### config.mk
export PLATFORM = sky130hd
export DESIGN_NAME = rau_div
export DESIGN_NICKNAME = d
export VERILOG_FILES = /design/src/rtl/rau_pkg.sv /design/src/rtl/rau_div.sv
export SDC_FILE = /design/constraint.sdc
export NUM_CORES = 1
export LEC_CHECK = 0
export ABC_AREA = 1
export BUFFER_PORTS_ARGS = -buffer_cell sky130_fd_sc_hd__buf_4
export CORE_UTILIZATION = 54
export CTS_CLUSTER_SIZE = 20
export DETAILED_ROUTE_END_ITERATION = 6
export PLACE_DENSITY = 0.79
export RECOVER_POWER = 50
export SYNTH_ARGS = -nofsm -noshare
export SYNTH_HDL_FRONTEND = slang
export SYNTH_SLANG_ARGS = --single-unit
### constraint.sdc
create_clock -name i_clk -period 3.96 [get_ports i_clk]
set_clock_uncertainty 0.05 [all_clocks]
set_input_delay 0.792 -clock i_clk [delete_from_list [all_inputs] [get_ports i_clk]]
set_output_delay 0.792 -clock i_clk [all_outputs]
set_load 0.01 [all_outputs]
### src/rtl/rau_pkg.sv
// ----------------------------------------------------------------------------
// rau_pkg
// Shared types and constants for the rational arithmetic unit.
// ----------------------------------------------------------------------------
package rau_pkg;

    localparam int MAG_W = 64;

    localparam logic [2:0] OP_ADD = 3'd0;
    localparam logic [2:0] OP_SUB = 3'd1;
    localparam logic [2:0] OP_MUL = 3'd2;
    localparam logic [2:0] OP_DIV = 3'd3;

    localparam logic [1:0] ORD_LT = 2'd0;
    localparam logic [1:0] ORD_EQ = 2'd1;
    localparam logic [1:0] ORD_GT = 2'd2;

    localparam logic [1:0] ST_OK   = 2'd0;
    localparam logic [1:0] ST_ZERO = 2'd1;
    localparam logic [1:0] ST_OVF  = 2'd2;

    typedef struct packed {
        logic [2:0]         opcode;
        logic signed [31:0] a_num;
        logic signed [31:0] a_den;
        logic signed [31:0] b_num;
        logic signed [31:0] b_den;
    } t_in_word;

    typedef struct packed {
        logic signed [31:0] res_num;
        logic [30:0]        res_den;
        logic [1:0]         order;
        logic [1:0]         status;
    } t_out_word;

    // GCD engine control
    typedef struct packed {
        logic             start;
        logic [MAG_W-1:0] x;
        logic [MAG_W-1:0] y;
    } t_gcd_req;

    typedef struct packed {
        logic             done;
        logic [MAG_W-1:0] g;
    } t_gcd_rsp;

endpackage

### src/rtl/rau_div.sv
// ----------------------------------------------------------------------------
// rau_div
// Restoring divider of a 64-bit magnitude by a 64-bit divisor, one bit a cycle.
// ----------------------------------------------------------------------------
module rau_div
    import rau_pkg::*;
(
    input  logic             i_clk,
    input  logic             i_rst_n,
    input  logic             i_start,
    input  logic [MAG_W-1:0] i_dividend,
    input  logic [MAG_W-1:0] i_divisor,
    output logic             o_done,
    output logic [MAG_W-1:0] o_quot
);

    logic             r_busy;
    logic             r_done;
    logic [6:0]       r_cnt;
    logic [MAG_W-1:0] r_q, r_d;
    logic [MAG_W:0]   r_rem;
    logic [MAG_W:0]   w_sh;

    assign w_sh = {r_rem[MAG_W-1:0], r_q[MAG_W-1]};

    always_ff @(posedge i_clk) begin
        if (!i_rst_n) begin
            r_busy <= 1'b0;
            r_done <= 1'b0;
        end else begin
            r_done <= 1'b0;
            if (i_start) begin
                r_busy <= 1'b1;
            end else if (r_busy && r_cnt == 7'(MAG_W - 1)) begin
                r_busy <= 1'b0;
                r_done <= 1'b1;
            end
        end
        // shift-subtract step
        if (i_start) begin
            r_q   <= i_dividend;
            r_d   <= i_divisor;
            r_rem <= '0;
            r_cnt <= '0;
        end else if (r_busy) begin
            r_cnt <= r_cnt + 7'd1;
            if (w_sh >= {1'b0, r_d}) begin
                r_rem <= w_sh - {1'b0, r_d};
                r_q   <= {r_q[MAG_W-2:0], 1'b1};
            end else begin
                r_rem <= w_sh;
                r_q   <= {r_q[MAG_W-2:0], 1'b0};
            end
        end
    end

    assign o_done = r_done;
    assign o_quot = r_q;

endmodule

# After elaboration in Yosys (flattened, before gate mapping)
# Cells that the tools add are included.
[word_totals]
out_inout_bits = 65
regBits = 201
[op_classes]
mux = 7
order_cmp = 1
add_sub_neg = 2
bitwise_logic = 1
n_reduce_logical = 4
eq_ne = 1
[op_table]
columns = ["op", "count"]
rows = [
  ["$mux 64", 3],
  ["$ge 65x64->1", 1],
  ["$sub 64x64->64", 1],
  ["$add 7x1->7 const B", 1],
  ["$eq 7x6->1 const B", 1],
  ["$mux 1", 4],
  ["$reduce_bool 2->1", 2],
  ["$reduce_or 2->1", 1],
  ["$logic_and 1x1->1", 1],
  ["$not 1->1", 1],
]

# Longest topological paths before layout
# Gate-level depths: netlist of the first run.
[logic_depth]
depth_word = 4
ltp_mapped = 19
ltp_nobuf = 18

# Worst setup path before layout of the first run
# No wires, ideal clock.
[synth_path]
path_kind = "input-to-reg"
start = "in i_start"
end = "reg r_q[0] (netlist: o_quot[0]) (enable)"
arrival_time_ns = 3.352
n_path_buf = 3
stages = 5
setup_slack_ns = 0.104
setup_time_ns = 0.453
required_ns = 3.457
cell_sequence = "clkbuf_1 -> nor2_1 -> inv_1 -> clkbuf_1 -> clkbuf_1"
[synth_via]
elab_chain_cells = 1
[synth_rtl]
columns = ["element", "line_no", "text"]
rows = [
  ["start, declared", "rau_div.sv:10", "input logic i_start,"],
  ["$reduce_bool 2->1 (no source line)", "--", ""],
  ["end signal, assigned", "rau_div.sv:41", "r_q <= i_dividend;"],
  ["end signal, assigned", "rau_div.sv:49", "r_q <= {r_q[MAG_W-2:0], 1'b1};"],
  ["end signal, assigned", "rau_div.sv:52", "r_q <= {r_q[MAG_W-2:0], 1'b0};"],
  ["end, declared", "rau_div.sv:20", "logic [MAG_W-1:0] r_q, r_d;"],
]
# Every way passes these cells.
# A chain may end at the register's enable or synchronous reset.

# Final worst setup path of the first run
[layout_path]
start = "in i_start"
end = "reg r_q[20] (netlist: o_quot[20]), data pin"
[layout_via]
elab_chain_cells = 1
[layout_rtl]
columns = ["element", "line_no", "text"]
rows = [
  ["$mux 64", "rau_div.sv:40", "if (i_start) begin"],
]
# Every way passes these cells.

==> out/metrics.csv, run 1 <==
stage;metric;value;unit
worst_setup_path;startpoint;i_start;
timing;max_freq;308.4;MHz
worst_setup_path;worstSetupPathType;primary input to flop;
yosys;yosys_warnings;0;
timing;period_minus_slack;3242;ps
floorplanning;die_area;27530;um2
floorplanning;core_area;26210;um2
yosys;synth.area.top_cells;edfxtp_1 (26%), nand2_1 (24%), inv_1 (11%);
worst_setup_path;regToRegEndpoint;r_rem[31];
grt;grt_usage;31.00;%
detailed_routing;vias;13770;
job;drv_cap;2;
detailed_routing;wl;42.48;mm
worst_hold_path;hold_depth;1;
grt;grt_max_degree;66;
clock_tree;clk_pin_slew;60;ps
timing;rsz0062_at_grt;no;
place;routabilityCongestion;0.9904;
outcome;status;finished with violations;
worst_setup_path;rr_startpoint;r_rem[50];
cells_and_area;nNetsFinal;2565;
timing;final-max-slew-violation-count;100;
worst_setup_path;cpMostUsedCell;nand2_1;
grt;grt_overflow;0;
worst_setup_path;worst_r2r_path_depth;14;
worst_setup_path;reg2reg_slack;920;ps
clock_tree;clockRootBuffer;clkbuf_16;
yosys;synth_top_area_cell;edfxtp_1;
clock_tree;cts_hold_buf;0;
yosys;synth.distinct_cells;40;
worst_setup_path;slowest_delay;2010;ps
worst_setup_path;cp.arrival;3590;ps
clock_tree;clock_path_buffers;3;
detailed_routing;drt.antenna.violating_nets;0;
cells_and_area;synthToLayoutAreaGrowth;16.86;%
clock_tree;clk_latency;540;ps
worst_hold_path;hold_path.class;primary input to flop;
clock_tree;htreeDepth;1;
timing;setup_tns;0;ps
worst_setup_path;slowest_stage;clkbuf_1;
worst_setup_path;cp_top_family;buffers and inverters;
cells_and_area;drive_gt1_share;13.54;%
place;port_buffers;195;
floorplanning;rows;59;
worst_setup_path;crit_chain;buf_4 -> clkbuf_1 -> nand2_1 -> nand2_1;
worst_setup_path;path_buf_inv;2;
grt;grt_pass1_vias;13320;
yosys;yosys_register_bits;201;
yosys;synth_nets;2384;
floorplanning;fp.dieH;165.9;um
yosys;netlist_instances;2187;
worst_setup_path;crit_path_start_kind;primary input;
yosys;syn_area;14510;um2
worst_hold_path;min_to;r_d[22];
timing;hold_violations;0;
timing;relSlewSlack;-86.14;%
yosys;syn_area_per_cell;6.636;um2
timing;holdWs;397.7;ps
clock_tree;cts_sinks;201;
timing;period_share;81.87;%
clock_tree;cts_made_buffers;23;
floorplanning;ios;196;
clock_tree;ctsResizeCount;0;
grt;grt_first_pass_wirelength;67.64;mm
place;place_hpwl;33.80;mm
floorplanning;start_util;55.38;%
grt;grt_antenna_before_repair;1;
pwr;powerDensity;316.7;nW/um2
clock_tree;cts_tree;done;
clock_tree;cts_setup_buffers;0;
worst_hold_path;hold_path_startpoint;i_divisor[22];
worst_setup_path;endpoint_kind;flop;
timing;worst_pin_slew;2792;ps
worst_setup_path;cp_data_required_time;4310;ps
yosys;yosysTopAreaCellShare;26.49;%
outcome;violations;design-rule violations, max-capacitance violations, max-slew violations;
detailed_routing;firstDrtPassIters;7;
pwr;peakVddDrop;0.4186;mV
timing;setup_viol;0;
detailed_routing;drt_iter0_drc;1042;
detailed_routing;drc;14;
pwr;leakagePower;0.009445;uW
yosys;ys_seq_area_share;36.55;%
detailed_routing;wl_per_cell;15.61;um
worst_setup_path;crit_fanout;52;
floorplanning;die_x;165.9;um
detailed_routing;viasPerCell;5.062;
## registers in the layout, summed over array words and instances, names as in the netlist
| signal | flops |
|---|---|
| o_quot | 64 |
| r_cnt | 7 |
| r_d | 64 |
| o_done | 1 |
| r_busy | 1 |
| r_rem | 64 |
## metal layers
| metal | wire length (um) | track usage (%) | vias to the layer above |
|---|---|---|---|
| met5 | 0 | 0 | - |
| met4 | 2014 | 14.14 | 0 |
| met3 | 3099 | 5.386 | 89 |
| met2 | 18980 | 50.65 | 462 |
| met1 | 18390 | 40.14 | 6181 |
| li1 | - | - | 7042 |
## cell type report
class | instances | area, um2
repair buffers | 205 | 1536
clock inverters | 10 | 120.1
clock buffers | 32 | 660.6
diodes | 1 | 2.502
fillers | 2430 | 9246
flip-flops and latches | 201 | 5305
inverters | 447 | 1679
well taps | 335 | 419.2
multi-input cells | 1490 | 7237
## cells by family after synthesis
group | Yosys count | synth area share [%]
AOI/OAI and AO/OA | 112 | 4.285
and+or+nand+nor | 1281 | 37.95
DFF | 201 | 36.55
adders and majority gates | 66 | 5.742
xor gates and xnor gates | 31 | 1.871
buffers and inverters | 496 | 13.60
## report_power, final
group          total [uW]  leakage, uW  internal (uW)  switching, uW
Clock                2210     0.000383           1300            902
Combinational         720      0.00719            296            424
Sequential           2440      0.00187           2380           61.7
## worst max path at each step
| stage | endpoint | cells past startpoint |
|---|---|---|
| 2_1_floorplan | o_quot[0] | 5 |
| 3_3_place_gp | r_rem[50] | 16 |
| 3_5_place_dp | r_rem[54] | 16 |
| 4_1_cts | r_rem[54] | 16 |
| 5_1_grt | o_quot[20] | 4 |
| 6_report | o_quot[20] | 4 |
## per-stage QoR
step                setup slack (ps)  instance area (um2)  std cells  util, %  total power, uW
floorplan                      104.3                14510       2187        -             2864
global placement               999.3                16190       2678    61.79             3191
detailed placement             943.3                16190       2678    61.79             3203
CTS                            932.7                16970       2720    64.76             5397
global route                   493.2                16960       2720    64.71             5556
finish                         717.8                16960       2721    64.72             5371
## cell usage in the layout (no fill, tap or decap), drive strengths merged
cell and n:
clkinvlp 1, nand3b 35, a31oi 1, buf 137, or2 1, xor2 3, a211oi 1, clkbuf 100
clkinv 10, ha 65, nor4 1, fa 1, nor3 20, o21ai 42, a21o 2, nand2 939
xnor2 28, edfxtp 128, nor2 112, o21a 2, and3 1, a21oi 54, nand3 152, bufinv 2
nand4 16, o21bai 10, diode 1, dfxtp 73, inv 444, and2 4
## Yosys cell counts, drive strengths merged
master / n
edfxtp: 128
nand3: 152
dfxtp: 73
nand3b: 35
o21ai: 42
fa: 1
xor2: 3
a31oi: 1
o21bai: 10
clkinv: 3
a21o: 2
ha: 65
nand2: 939
xnor2: 28
clkbuf: 22
buf: 27
nor3: 20
a211oi: 1
inv: 444
nand4: 16
o21a: 2
and3: 1
nor4: 1
and2: 4
nor2: 112
a21oi: 54
or2: 1
No activity file was read; power rests on OpenSTA's default activity.
==> run 2: changes to the inputs <==
Settings changed: CORE_UTILIZATION 54 to 59, PLACE_DENSITY 0.79 to 0.81.
Clock period 3.96 ns to 3.3 ns, I/O delays scaled along.
==> run 2 against run 1 <==
  * Worst hold slack got worse by 120 ps
  * Wire length rose by 9.6%
  * Design area barely moved
  * Largest power group unchanged
  * The flow finishes with violations (max-capacitance violations, max-slew violations)
  * Global-route usage rose by 5.7 points
  * Largest cell class unchanged
==> out/metrics.csv, run 2 (synthesis results as in run 1) <==
stage;metric;value;unit;change
pwr;peakVddDrop;0.4818;mV;+15%
cells_and_area;layout_common_cells;nand2_1 (919), inv_1 (432), buf_4 (141);;
cells_and_area;fill_cells;1986;;-18%
worst_hold_path;min_to;r_d[23];;
place;port_buffers;195;;unchanged
worst_hold_path;hold_path.class;primary input to flop;;
worst_hold_path;hold_path_startpoint;i_divisor[23];;
pwr;seq_power_share;47.3;%;+1.8 points
worst_setup_path;cp.arrival;3400;ps;-190 ps
worst_setup_path;cp_data_required_time;3640;ps;-670 ps
floorplanning;die_area;25230;um2;-8.4%
floorplanning;core_area;24250;um2;-7.5%
grt;grt_max_degree;103;;+56%
timing;relSlewSlack;-38.84;%;+47 points
worst_setup_path;reg2reg_slack;430;ps;-490 ps
detailed_routing;wl_per_cell;17.17;um;+10%
floorplanning;ios;196;;unchanged
grt;grt_antenna_before_repair;0;;-1
detailed_routing;drc;0;;-14
worst_setup_path;crit_chain;clkbuf_1 -> buf_6 -> nand2_1 -> nand2_1;;
timing;period_share;92.85;%;
detailed_routing;drt.antenna.violating_nets;0;;unchanged
floorplanning;start_util;59.85;%;+4.5 points
worst_setup_path;crit_fanout;102;;+96%
grt;grt_overflow;0;;unchanged
timing;worst_pin_slew;2083;ps;-709.5 ps
worst_setup_path;endpoint_kind;flop;;
cells_and_area;final_common_cell;nand2_1;;
pwr;p_switching;1641;uW;+18%
worst_setup_path;slowest_delay;1460;ps;-550 ps
worst_setup_path;crit_path_start_kind;primary input;;
timing;setup_tns;0;ps;unchanged
floorplanning;rows;57;;-3.4%
cells_and_area;stdcell_area;16950;um2;about the same
clock_tree;clk_pin_slew;60;ps;about the same
floorplanning;die_x;158.8;um;-4.3%
clock_tree;cts_hold_buf;0;;unchanged
grt;grt_pass1_vias;14090;;+5.8%
detailed_routing;drt_iter0_drc;1187;;+14%
pwr;share_clk_of_total_power;38.4;%;-2.7 points
timing;max_freq;326.4;MHz;
worst_setup_path;slowest_stage;clkbuf_1;;
floorplanning;fp.dieH;158.8;um;-4.3%
detailed_routing;viasPerCell;5.261;;+3.9%
detailed_routing;firstDrtPassIters;6;;-1
worst_setup_path;worstSetupPathType;primary input to flop;;
pwr;p_int;4564;uW;+15%
cells_and_area;nNetsFinal;2570;;+0.19%
cells_and_area;synthToLayoutAreaGrowth;16.76;%;about the same
timing;period_minus_slack;3064;ps;
place;routabilityCongestion;1.001;;+1.1%
worst_setup_path;rr_startpoint;r_d[29];;
outcome;status;finished with violations;;
clock_tree;cts_made_buffers;22;;-4.3%
cells_and_area;seqCellArea;5305;um2;unchanged
cells_and_area;antenna_cells;0;;-1
worst_setup_path;cpMostUsedCell;nand2_1;;
grt;grt_first_pass_wirelength;72.64;mm;+7.4%
place;place_hpwl;35.67;mm;+5.5%
grt;grt_usage;36.68;%;+5.7 points
detailed_routing;wl;46.56;mm;+9.6%
clock_tree;clock_path_buffers;3;;unchanged
timing;rsz0062_at_grt;no;;
clock_tree;cts_tree;done;;
timing;setup_viol;0;;unchanged
clock_tree;clk_latency;530;ps;about the same
pwr;powerDensity;366.2;nW/um2;+16%
clock_tree;htreeDepth;1;;unchanged
place;dpl_cell_area;16270;um2;+0.50%
clock_tree;ctsResizeCount;0;;unchanged
job;drv_cap;1;;-1
timing;hold_violations;0;;unchanged
worst_hold_path;hold_depth;1;;unchanged
cells_and_area;multi_input_area;7234;um2;about the same
pwr;combPwrFrac;14.3;%;+0.9 points
worst_setup_path;regToRegEndpoint;r_rem[9];;
pwr;p_sw_share;26.45;%;+0.60 points
pwr;power;6206;uW;+16%
outcome;violations;max-capacitance violations, max-slew violations;;
pwr;leakagePower;0.009456;uW;+0.12%
detailed_routing;vias;14270;;+3.6%
worst_setup_path;worst_r2r_path_depth;16;;+2
cells_and_area;drive_gt1_share;13.65;%;+0.11 points
clock_tree;cts_setup_buffers;0;;unchanged
clock_tree;cts_sinks;201;;unchanged
timing;final-max-slew-violation-count;33;;-67%
clock_tree;clockRootBuffer;clkbuf_16;;
[run 2: cell types whose count changed in the layout (fill, tap and decap cells not counted), moves of 2 or more]
cell	change
buf_4	+5
buf_12	+3
clkbuf_8	-2
clkbuf_16	-2
[run 2: metal layers]
layer | vias up | track usage, % | share of wire, % | routed length (um)
li1 | 7052 | - | - | -
met5 | - | 0 | 0 | 0
met1 | 6493 | 45.44 | 41 | 19130
met2 | 622 | 63.42 | 47 | 21940
met4 | 0 | 16.02 | 4.6 | 2140
met3 | 101 | 5.172 | 7.2 | 3349
[run 2: area by class of cell]
cell class,instances,area share (%)
Timing Repair Buffer,211,9.643
Inverter,447,9.909
Multi-Input combinational cell,1490,42.69
Tap cell,324,2.392
Clock buffer,31,3.507
Clock inverter,8,0.5464
Sequential cell,201,31.31
[run 2: how the worst max path moves through the flow]
| stage | startpoint | endpoint | cells after the start |
|---|---|---|---|
| 6_report | i_start | o_quot[30] | 4 |
| 4_1_cts | r_d[57] | r_rem[9] | 14 |
| 2_1_floorplan | i_start | o_quot[0] | 5 |
| 5_1_grt | i_start | o_quot[30] | 4 |
| 3_5_place_dp | r_d[57] | r_rem[9] | 14 |
| 3_3_place_gp | r_d[29] | r_rem[10] | 16 |
[run 2: power groups by stage]
stage	sequential (uW)	clock (uW)	combinational, uW
after global routing	2950	2490	966
after global placement	2980	0	852
after detailed placement	2980	0	878
final	2940	2380	887
after floorplan	3000	0	431
after CTS	2930	2400	887
[run 2: worst max-delay path: cells and delay by family]
kind	cells	cell delay [ps]
buf+inv	2	2250
simple gates	2	430
[run 2: through the flow]
stage / utilization, % / cells / setup slack (ps) / hold WS [ps]
after global routing: 69.88 / 2712 / 160.2 / 266.2
after detailed placement: 67.11 / 2673 / 516.5 / 407.7
after CTS: 69.94 / 2712 / 482.9 / 241.6
final: 69.88 / 2712 / 236.0 / 279.2
after floorplan: - / 2187 / 603.7 / 393.0
after global placement: 67.11 / 2673 / 596.3 / 403.3
